### src/sv/usd_pkg.sv
// Shared types, constants and range tables for the UTF-8 stream decoder.
package usd_pkg;

    localparam int MAX_SEQUENCE_BYTES = 4;
    localparam int QUEUE_DEPTH_DEF    = 4;

    localparam int CP_W    = 21;
    localparam int LEN_W   = 3;
    localparam int GLYPH_W = 16;

    localparam logic [CP_W-1:0]    REPLACEMENT = 21'h00FFFD;
    localparam logic [CP_W-1:0]    SURR_LO     = 21'h00D800;
    localparam logic [CP_W-1:0]    SURR_HI     = 21'h00DFFF;
    localparam logic [GLYPH_W-1:0] GLYPH_MAX   = 16'hFFFF;

    localparam logic [1:0] ST_VALID     = 2'd0;
    localparam logic [1:0] ST_INVALID   = 2'd1;
    localparam logic [1:0] ST_TRUNCATED = 2'd2;

    typedef struct packed {
        logic [7:0] text_byte;
        logic       end_of_text;
    } byte_beat_t;

    typedef struct packed {
        logic [CP_W-1:0]    code_point;
        logic [LEN_W-1:0]   bytes_used;
        logic [1:0]         status;
        logic [GLYPH_W-1:0] glyph_number;
        logic               run_last;
    } glyph_beat_t;

    typedef struct packed {
        logic [1:0]  count;
        glyph_beat_t first;
        glyph_beat_t second;
    } dec_result_t;

    typedef struct packed {
        logic seq_open;
        logic counter_zero;
    } dec_status_t;

    function automatic logic [CP_W-1:0] min_for_len(input logic [LEN_W-1:0] len);
        logic [CP_W-1:0] v;
        case (len)
            3'd2:    v = 21'h000080;
            3'd3:    v = 21'h000800;
            3'd4:    v = 21'h010000;
            default: v = 21'h000000;
        endcase
        return v;
    endfunction

    function automatic logic [CP_W-1:0] max_for_len(input logic [LEN_W-1:0] len);
        logic [CP_W-1:0] v;
        case (len)
            3'd1:    v = 21'h00007F;
            3'd2:    v = 21'h0007FF;
            3'd3:    v = 21'h00FFFF;
            3'd4:    v = 21'h10FFFF;
            default: v = 21'h000000;
        endcase
        return v;
    endfunction

endpackage

### src/sv/usd_decode.sv
// Sequence state and per-byte decode: produces up to two glyph results per byte.
module usd_decode
    import usd_pkg::*;
(
    input  logic        clk,
    input  logic        rst_n,
    input  logic        fire,
    input  byte_beat_t  beat,
    output dec_result_t result,
    output dec_status_t stat
);

    logic [LEN_W-1:0]   exp_len_reg, exp_len_next;
    logic [LEN_W-1:0]   taken_reg, taken_next;
    logic [CP_W-1:0]    partial_reg, partial_next;
    logic [GLYPH_W-1:0] counter_reg, counter_next;

    logic [7:0]         b;
    logic               is_cont;
    logic               seq_open;
    logic               lead_ascii;
    logic               lead_bad;
    logic [LEN_W-1:0]   lead_len;
    logic [CP_W-1:0]    lead_bits;
    logic [CP_W-1:0]    ext_part;
    logic [LEN_W-1:0]   taken_inc;
    logic               bad;
    logic               a_v, b_v, c_v;
    glyph_beat_t        ba, bb, bc;
    logic [GLYPH_W-1:0] gb, gc;
    logic [1:0]         cnt;

    function automatic logic [GLYPH_W-1:0] sat_inc(input logic [GLYPH_W-1:0] g);
        return (g == GLYPH_MAX) ? g : g + GLYPH_W'(1);
    endfunction

    always_comb
    begin
        b          = beat.text_byte;
        is_cont    = (b[7:6] == 2'b10);
        seq_open   = (exp_len_reg != '0);
        lead_ascii = !b[7];
        lead_bad   = is_cont || (b[7:3] == 5'b11111);
        if (b[7:5] == 3'b110)
        begin
            lead_len  = 3'd2;
            lead_bits = {16'b0, b[4:0]};
        end
        else if (b[7:4] == 4'b1110)
        begin
            lead_len  = 3'd3;
            lead_bits = {17'b0, b[3:0]};
        end
        else
        begin
            lead_len  = 3'd4;
            lead_bits = {18'b0, b[2:0]};
        end
        ext_part  = {partial_reg[CP_W-7:0], b[5:0]};
        taken_inc = taken_reg + LEN_W'(1);
        bad       = 1'b0;

        a_v = 1'b0;
        b_v = 1'b0;
        c_v = 1'b0;
        ba  = '0;
        bb  = '0;
        bc  = '0;

        exp_len_next = exp_len_reg;
        taken_next   = taken_reg;
        partial_next = partial_reg;

        // broken sequence: flush what was taken, then treat byte as a lead
        if (seq_open && !is_cont)
        begin
            a_v           = 1'b1;
            ba.code_point = REPLACEMENT;
            ba.bytes_used = taken_reg;
            ba.status     = ST_INVALID;
            exp_len_next  = '0;
            taken_next    = '0;
            partial_next  = '0;
        end

        if (!seq_open || !is_cont)
        begin
            if (lead_ascii)
            begin
                b_v           = 1'b1;
                bb.code_point = {13'b0, b};
                bb.bytes_used = 3'd1;
                bb.status     = ST_VALID;
            end
            else if (lead_bad)
            begin
                b_v           = 1'b1;
                bb.code_point = REPLACEMENT;
                bb.bytes_used = 3'd1;
                bb.status     = ST_INVALID;
            end
            else
            begin
                exp_len_next = lead_len;
                taken_next   = 3'd1;
                partial_next = lead_bits;
            end
        end
        else
        begin
            partial_next = ext_part;
            taken_next   = taken_inc;
            if (taken_inc >= exp_len_reg)
            begin
                bad = (ext_part < min_for_len(exp_len_reg))
                   || (ext_part > max_for_len(exp_len_reg))
                   || ((ext_part >= SURR_LO) && (ext_part <= SURR_HI));
                b_v           = 1'b1;
                bb.code_point = bad ? REPLACEMENT : ext_part;
                bb.bytes_used = exp_len_reg;
                bb.status     = bad ? ST_INVALID : ST_VALID;
                exp_len_next  = '0;
                taken_next    = '0;
                partial_next  = '0;
            end
        end

        if (beat.end_of_text)
        begin
            c_v           = (exp_len_next != '0);
            bc.code_point = REPLACEMENT;
            bc.bytes_used = '0;
            bc.status     = ST_TRUNCATED;
            exp_len_next  = '0;
            taken_next    = '0;
            partial_next  = '0;
        end

        // glyph numbering; truncation never advances the count
        ba.glyph_number = counter_reg;
        gb              = a_v ? sat_inc(counter_reg) : counter_reg;
        bb.glyph_number = gb;
        gc              = b_v ? sat_inc(gb) : gb;
        bc.glyph_number = gc;
        counter_next    = beat.end_of_text ? '0 : gc;

        cnt = {1'b0, a_v} + {1'b0, b_v} + {1'b0, c_v};
        result.count  = cnt;
        result.first  = a_v ? ba : (b_v ? bb : bc);
        result.second = (a_v && b_v) ? bb : bc;
        if (cnt == 2'd1)
        begin
            result.first.run_last = 1'b1;
        end
        if (cnt == 2'd2)
        begin
            result.second.run_last = 1'b1;
        end

        stat.seq_open     = seq_open;
        stat.counter_zero = (counter_reg == '0);
    end

    always_ff @(posedge clk or negedge rst_n)
    begin
        if (!rst_n)
        begin
            exp_len_reg <= '0;
            taken_reg   <= '0;
            partial_reg <= '0;
            counter_reg <= '0;
        end
        else if (fire)
        begin
            exp_len_reg <= exp_len_next;
            taken_reg   <= taken_next;
            partial_reg <= partial_next;
            counter_reg <= counter_next;
        end
    end

endmodule

### src/sv/usd_glyph_queue.sv
// Small queue: up to two glyph beats in per cycle, one out unless stalled.
module usd_glyph_queue
    import usd_pkg::*;
#(
    parameter int DEPTH = QUEUE_DEPTH_DEF
)
(
    input  logic        clk,
    input  logic        rst_n,
    input  logic [1:0]  push_count,
    input  glyph_beat_t push_first,
    input  glyph_beat_t push_second,
    output logic        room,
    output logic        glyph_valid,
    input  logic        glyph_stall,
    output glyph_beat_t glyph_data
);

    localparam int PTR_W = (DEPTH > 1) ? $clog2(DEPTH) : 1;
    localparam int CNT_W = $clog2(DEPTH + 1);

    glyph_beat_t        mem_reg [DEPTH];
    logic [PTR_W-1:0]   wr_ptr_reg, wr_ptr_next;
    logic [PTR_W-1:0]   rd_ptr_reg, rd_ptr_next;
    logic [PTR_W-1:0]   wr_ptr_inc;
    logic [CNT_W-1:0]   count_reg, count_next;
    logic               pop;

    function automatic logic [PTR_W-1:0] ptr_inc(input logic [PTR_W-1:0] p);
        return (p == PTR_W'(DEPTH - 1)) ? '0 : p + PTR_W'(1);
    endfunction

    always_comb
    begin
        pop         = glyph_valid && !glyph_stall;
        wr_ptr_inc  = ptr_inc(wr_ptr_reg);
        wr_ptr_next = wr_ptr_reg;
        if (push_count == 2'd1)
        begin
            wr_ptr_next = wr_ptr_inc;
        end
        else if (push_count == 2'd2)
        begin
            wr_ptr_next = ptr_inc(wr_ptr_inc);
        end
        rd_ptr_next = pop ? ptr_inc(rd_ptr_reg) : rd_ptr_reg;
        count_next  = count_reg + CNT_W'(push_count) - CNT_W'(pop);
    end

    assign glyph_valid = (count_reg != '0);
    assign glyph_data  = mem_reg[rd_ptr_reg];
    // a decoded byte may yield two beats
    assign room        = (count_reg <= CNT_W'(DEPTH - 2));

    always_ff @(posedge clk)
    begin
        if (push_count != 2'd0)
        begin
            mem_reg[wr_ptr_reg] <= push_first;
        end
        if (push_count == 2'd2)
        begin
            mem_reg[wr_ptr_inc] <= push_second;
        end
    end

    always_ff @(posedge clk or negedge rst_n)
    begin
        if (!rst_n)
        begin
            wr_ptr_reg <= '0;
            rd_ptr_reg <= '0;
            count_reg  <= '0;
        end
        else
        begin
            wr_ptr_reg <= wr_ptr_next;
            rd_ptr_reg <= rd_ptr_next;
            count_reg  <= count_next;
        end
    end

endmodule

### src/sv/utf8_stream_decoder.sv
// UTF-8 stream decoder top level: input register, decode stage, result queue.
//
//   channel  beat          handshake                  payload
//   byte     byte_beat_t   byte_valid / byte_stall    byte_data
//   glyph    glyph_beat_t  glyph_valid / glyph_stall  glyph_data
//
// One byte per cycle is taken while byte_stall is low; a byte is decoded
// from the input register. A byte gives zero, one or two glyph beats; the
// glyph side drains one beat per cycle while glyph_stall is low, so
// sustained rate is one byte per cycle while bytes average at most one
// glyph. byte_stall rises when a byte waits and the queue cannot hold two
// more beats. Reset clears the open sequence, the glyph counter and queue.
module utf8_stream_decoder
    import usd_pkg::*;
#(
    parameter int QUEUE_DEPTH = QUEUE_DEPTH_DEF
)
(
    input  logic        clk,
    input  logic        rst_n,
    input  logic        byte_valid,
    output logic        byte_stall,
    input  byte_beat_t  byte_data,
    output logic        glyph_valid,
    input  logic        glyph_stall,
    output glyph_beat_t glyph_data
);

    logic        in_valid_reg, in_valid_next;
    byte_beat_t  in_beat_reg;
    logic        room;
    logic        fire;
    logic        accept;
    logic [1:0]  push_count;
    dec_result_t dec_res;
    dec_status_t dec_stat;

    assign fire       = in_valid_reg && room;
    assign byte_stall = in_valid_reg && !room;
    assign accept     = byte_valid && !byte_stall;
    assign push_count = fire ? dec_res.count : 2'd0;

    always_comb
    begin
        in_valid_next = in_valid_reg;
        if (accept)
        begin
            in_valid_next = 1'b1;
        end
        else if (fire)
        begin
            in_valid_next = 1'b0;
        end
    end

    always_ff @(posedge clk or negedge rst_n)
    begin
        if (!rst_n)
        begin
            in_valid_reg <= 1'b0;
        end
        else
        begin
            in_valid_reg <= in_valid_next;
        end
    end

    always_ff @(posedge clk)
    begin
        if (accept)
        begin
            in_beat_reg <= byte_data;
        end
    end

    usd_decode u_decode (
        .clk    (clk),
        .rst_n  (rst_n),
        .fire   (fire),
        .beat   (in_beat_reg),
        .result (dec_res),
        .stat   (dec_stat)
    );

    usd_glyph_queue #(
        .DEPTH (QUEUE_DEPTH)
    ) u_queue (
        .clk         (clk),
        .rst_n       (rst_n),
        .push_count  (push_count),
        .push_first  (dec_res.first),
        .push_second (dec_res.second),
        .room        (room),
        .glyph_valid (glyph_valid),
        .glyph_stall (glyph_stall),
        .glyph_data  (glyph_data)
    );

    // run_last marks exactly the final beat of a byte
    a_run_last: assert property (@(posedge clk) disable iff (!rst_n)
        (fire && dec_res.count == 2'd2) |->
            (!dec_res.first.run_last && dec_res.second.run_last))
        else $error("run_last misplaced on two-beat byte");

    a_one_beat: assert property (@(posedge clk) disable iff (!rst_n)
        (fire && dec_res.count == 2'd1) |-> dec_res.first.run_last)
        else $error("run_last missing on single-beat byte");

    // end of text closes the sequence and restarts glyph numbering
    a_eot_close: assert property (@(posedge clk) disable iff (!rst_n)
        (fire && in_beat_reg.end_of_text) |=>
            (!dec_stat.seq_open && dec_stat.counter_zero))
        else $error("end of text left state behind");

    a_drop: assert property (@(posedge clk) disable iff (!rst_n)
        $fell(glyph_valid) |-> $past(!glyph_stall))
        else $error("glyph beat withdrawn without handshake");

endmodule
### config.mk
export PLATFORM = sky130hd
export DESIGN_NAME = utf8_stream_decoder
export DESIGN_NICKNAME = d
export VERILOG_FILES = /design/src/sv/usd_pkg.sv /design/src/sv/usd_decode.sv /design/src/sv/usd_glyph_queue.sv /design/src/sv/utf8_stream_decoder.sv
export SDC_FILE = /design/constraint.sdc
export NUM_CORES = 1
export LEC_CHECK = 0
export BUFFER_PORTS_ARGS = -buffer_cell sky130_fd_sc_hd__buf_2
export CAP_MARGIN = 25
export CORE_MARGIN = 4
export CORE_UTILIZATION = 65
export CTS_CLUSTER_DIAMETER = 100
export DETAILED_ROUTE_END_ITERATION = 6
export PLACE_DENSITY = 0.84
export SLEW_MARGIN = 30
export SYNTH_ARGS = -nofsm -noshare
export SYNTH_HDL_FRONTEND = slang
export SYNTH_SLANG_ARGS = --single-unit
### constraint.sdc
create_clock -name clk -period 16.15 [get_ports clk]
set_input_delay 1.615 -clock clk [delete_from_list [all_inputs] [get_ports clk]]
set_output_delay 1.615 -clock clk [all_outputs]
set_load 0.01 [all_outputs]
# After elaboration in Yosys (flattened, before gate mapping)
# Memories as Yosys holds them, arrays and structs flattened.
# Index checks and enable logic that the tools add are counted.
[totals]
out_inout_bits = 45
wordCells = 130
memories = 1
regBits = 60
ram_bits = 172
in_bits = 13
[classes]
reduce_logical = 22
eq_ne = 17
n_mux = 64
magnitude_cmp = 6
addsub = 10
[mem_list]
columns = ["memory", "words", "word_bits", "read_ports", "rd_ports_with_merged_regs", "wr", "line_no", "text"]
rows = [
  ["u_queue.mem_reg", 4, 43, 1, 0, 2, "usd_glyph_queue.sv:22", "glyph_beat_t mem_reg [DEPTH];"],
]
[op_table]
columns = ["cell", "n"]
rows = [
  ["$mux 21", 15],
  ["$mux 43", 3],
  ["$pmux 21 s4", 1],
  ["$mux 16", 5],
  ["$mux 26", 3],
  ["$pmux 17 s3", 1],
  ["$mux 3", 14],
  ["$add 16x1->16 const B", 2],
  ["$eq 16x16->1 const B", 2],
  ["$ge 21x16->1 const B", 1],
  ["$gt 21x21->1", 1],
  ["$le 21x16->1 const B", 1],
  ["$lt 21x21->1", 1],
  ["$mux 1", 15],
  ["$eq 2x2->1 const B", 6],
  ["$mux 2", 6],
  ["$reduce_bool 3->1", 3],
  ["$logic_and 1x1->1", 7],
  ["$add 2x1->2 const B", 3],
  ["$eq 3x2->1 const B", 2],
  ["$eq 3x3->1 const B", 2],
  ["$reduce_bool 2->1", 3],
  ["$eq 5x5->1 const B", 1],
  ["$logic_not 1->1", 5],
  ["other kinds (12)", 16],
]

# Depth between registers and ports, before layout
[depth]
word_depth = 14
mapped_depth = 18
ltp_nobuf = 16

# Hierarchy
# A second synthesis with hierarchy kept.
[hier_totals]
cells_unflattened = 1081
hier_area_um2 = 13751.9
[modules_own_cells]
columns = ["module", "instances", "area_each_um2", "seq_area_each_um2", "cells_per_inst"]
rows = [
  ["usd_glyph_queue", 1, 8984.9, 5340.1, 472],
  ["usd_decode", 1, 4420.5, 925.9, 592],
  ["utf8_stream_decoder", 1, 346.6, 295.3, 17],
]

# Least setup slack after synthesis
# No wires, ideal clock.
[synth_path]
path_type = "reg2reg"
startpoint = "reg u_decode.taken_reg[0]"
endpoint = "mem u_queue.mem_reg[2][0] in the netlist's numbering (enable)"
setup_slack_ns = 9.467
stages_incl_launch_ff = 14
required_time_ns = 15.647
arrival_time_ns = 6.180
period_less_slack_ns = 6.683
path_buffers = 2
setup_time_ns = 0.503
cell_sequence = "dfrtp_1 -> ha_1 -> ha_1 -> a21oi_1 -> o211a_1 -> o21a_1 -> clkbuf_1 -> inv_1 -> clkbuf_1 -> fa_1 -> and3_1 -> inv_1 -> ha_1 -> o21ai_0"
[synth_lines]
columns = ["item", "line_no", "text"]
rows = [
  ["start: declaration", "usd_decode.sv:14", "logic [LEN_W-1:0] taken_reg, taken_next;"],
  ["start signal: assignment", "usd_decode.sv:176", "taken_reg <= taken_next;"],
  ["end: declaration", "usd_glyph_queue.sv:22", ""],
]

==> impl_metrics.ini <==
[floorplanning]
start_util = 0.662
dieArea_um2 = 22100
core_region_area_um2 = 19500
num_io_pins = 58
die_y_um = 149
num_rows = 51
die_w_um = 149

[pwr]
p_per_area_nw_per_um2 = 198
vdd_drop_max_mv = 0.112
p_leak_uw = 0.00529

[timing]
worst_hold_slack_ns = 0.539
rsz0062_at_grt = no
maxSlewViolCount = 0
setup_violations = 0
finalSetupTns_ns = 0
max_freq_ghz = 0.170
period_share = 0.364
maxSlewHeadroom = 0.369
fin_worst_skew_ns = 0.00977
hold_viol = 0
worst_pin_slew_ns = 0.944
fin_crit_ns = 5.88

[global_routing]
overflow = 0
grt_pass1_vias = 9127
grt_first_pass_wirelength_mm = 51.8
grt_start_max_net_pins = 46
grt_usage = 0.298
antenna_found_initial = 0

[route]
vias = 9580
post_drt_wl_per_cell_um = 23.5
ant_nets = 0
drt-vias-per-instance = 6.85
drt-pass1-iter-count = 7
wl_mm = 32.8
route.detailed.drc = 6
drtIter0Drc = 1343

[critical_path]
r2r_start = u_decode.taken_reg[0]$_DFFE_PN0P_
cp_common_cell = ha_1
setup.worst_path.class = flop to flop
critPathMaxFanout = 24
endpoint_kind = flop
r2r_end = u_queue.mem_reg[0][31]$_DFFE_PP_
slowest_stage = fa_1
reg2reg_depth = 14
worstSetupStartpointType = flop
r2r_slack_ns = 10.27
crit_chain = ha_1, ha_1, a21oi_1, o211a_1, o21a_1, inv_1, fa_1, and3_1, inv_1, ha_1, nand2_1, nor2_1, a21oi_1, o21a_1
cp.arrival_ns = 6.26
crit_required_ns = 16.53
critPathMaxStageDelay_ns = 0.74

[placed_design]
dpl.cell_count = 1355
io_buffers = 57
gp_congestion = 0.968
dp_hpwl_mm = 22.0
place_area_um2 = 13300

[layout]
stdcell_count = 1399
largest_reg_flops = 172
synthToLayoutAreaGrowth_pct = 9.50
nFillCells = 1246
antenna-diode-count = 0
multi_input_area_um2 = 5980
finish.instance_area_um2 = 14100
regArea_um2 = 6570
nets = 1170
post_route_cells_drive_above_1_share = 0.179

[yosys]
synth_top_area_frac = 0.422
syn_avg_cell_area_um2 = 11.7
synth_nets = 1155
synth_area_leader_cell = edfxtp_1
synth_seq_cells = 226
synth-edff-count = 181
synth.most_common_cell = edfxtp_1
syn_area_um2 = 12900
synth_area_leaders = edfxtp_1 42%, dfrtp_1 8.7%, mux4_2 7.5%
yosys_warnings = 0
synth.distinct_cells = 75
synth_ff_type = edfxtp_1
ys_seq_area_frac = 0.509
synthArstFlopShare = 0.199
syn-instance-count = 1101
ys_top_cells_by_count = 181 x edfxtp_1, 85 x nand2_1, 64 x nor2_1, 61 x a21oi_1, 60 x clkbuf_1

[cts]
clk_latency_ns = 0.52
clk_pin_slew_ns = 0.06
cts_setup_buffers = 0
cts_sinks = 226
cts_made_buffers = 24
clock_path_buffers = 3
cts_htree_levels = 1
cts_tree = done
cts_resized = 0
cts-root-buf = clkbuf_16
holdBufCountCts = 0

[job]
cap_violations = 0

[status]
outcome = complete, but fails checks
violations = DRC

[min_path]
worstHoldStart = u_decode.taken_reg[2]$_DFFE_PN0P_
hold_class = flop to flop
min_path_cells = 1
whs_endpoint = u_decode.taken_reg[2]$_DFFE_PN0P_
## cell families (layout without fill, tap and decap cells)
group / count (synthesis) / count (layout) / share of synthesized area
adder cells (fa/ha/maj): 41 / 41 / 0.0410
AO/OA/AOI/OAI: 265 / 265 / 0.140
buffers and inverters: 108 / 141 / 0.0327
XOR/XNOR: 42 / 42 / 0.0285
flip-flops: 226 / 226 / 0.509
AND/OR/NAND/NOR: 335 / 335 / 0.139
multiplexers: 84 / 84 / 0.110
## metal layers
layer	GRT usage	wire, um	vias to the layer above	part of all wire
met3	0.0693	4000	76	0.12
met1	0.432	12900	4664	0.39
met4	0.0719	735	0	0.022
met2	0.466	15200	589	0.46
met5	0	0	-	0
li1	-	-	4251	-
## cells in the final DEF, fill, tap and decap left out, drive strengths merged, types with 38 or more instances in the layout
| master | instances |
|---|---|
| a21oi | 61 |
| buf | 64 |
| clkbuf | 39 |
| dfrtp | 45 |
| edfxtp | 181 |
| ha | 39 |
| mux4 | 43 |
| nand2 | 85 |
| nor2 | 65 |
| o21a | 38 |
| o21ai | 51 |
## stage by stage
step,power [uW],setup slack [ns],util
5_1_grt,2950,9.95,0.725
4_1_cts,2790,10.38,0.725
6_report,2800,10.27,0.725
3_5_place_dp,2230,10.47,0.685
3_3_place_gp,2180,10.71,0.684
2_1_floorplan,1850,9.47,-
## critical path: cells and delay by family (launching register included)
| family | cells | cell delay, ns |
|---|---|---|
| compound gates | 5 | 2.02 |
| fa+ha+maj | 4 | 1.63 |
| flops | 1 | 0.44 |
| simple gates | 3 | 1.08 |
| buf+inv | 2 | 0.57 |
## cell type report
cell class,count,share of cell area
flip-flops and latches,226,0.465
multi-input cells,767,0.423
clock buffers,39,0.0530
repair buffers,64,0.0241
well taps,265,0.0235
inverters,33,0.00878
clock inverters,5,0.00204
## worst max-delay path by stage
stage                                                 start                          endpoint  slack (ns)  cells past startpoint
after floorplan           u_decode.taken_reg[0]$_DFFE_PN0P_   u_queue.mem_reg[2][0]$_DFFE_PP_        9.47                     13
after global placement    u_decode.taken_reg[0]$_DFFE_PN0P_  u_queue.mem_reg[0][10]$_DFFE_PP_       10.71                     13
after detailed placement  u_decode.taken_reg[0]$_DFFE_PN0P_  u_queue.mem_reg[1][34]$_DFFE_PP_       10.47                     14
after CTS                 u_decode.taken_reg[0]$_DFFE_PN0P_  u_queue.mem_reg[1][32]$_DFFE_PP_       10.38                     14
after global routing      u_decode.taken_reg[0]$_DFFE_PN0P_  u_queue.mem_reg[2][41]$_DFFE_PP_        9.95                     13
final                     u_decode.taken_reg[0]$_DFFE_PN0P_  u_queue.mem_reg[0][31]$_DFFE_PP_       10.27                     14
## report_power, final
| group | total [uW] | switching, uW | internal [uW] |
|---|---|---|---|
| Combinational | 1290 | 789 | 498 |
| Clock | 534 | 218 | 316 |
| Sequential | 980 | 119 | 861 |
No activity file was read; power rests on OpenSTA's default activity.
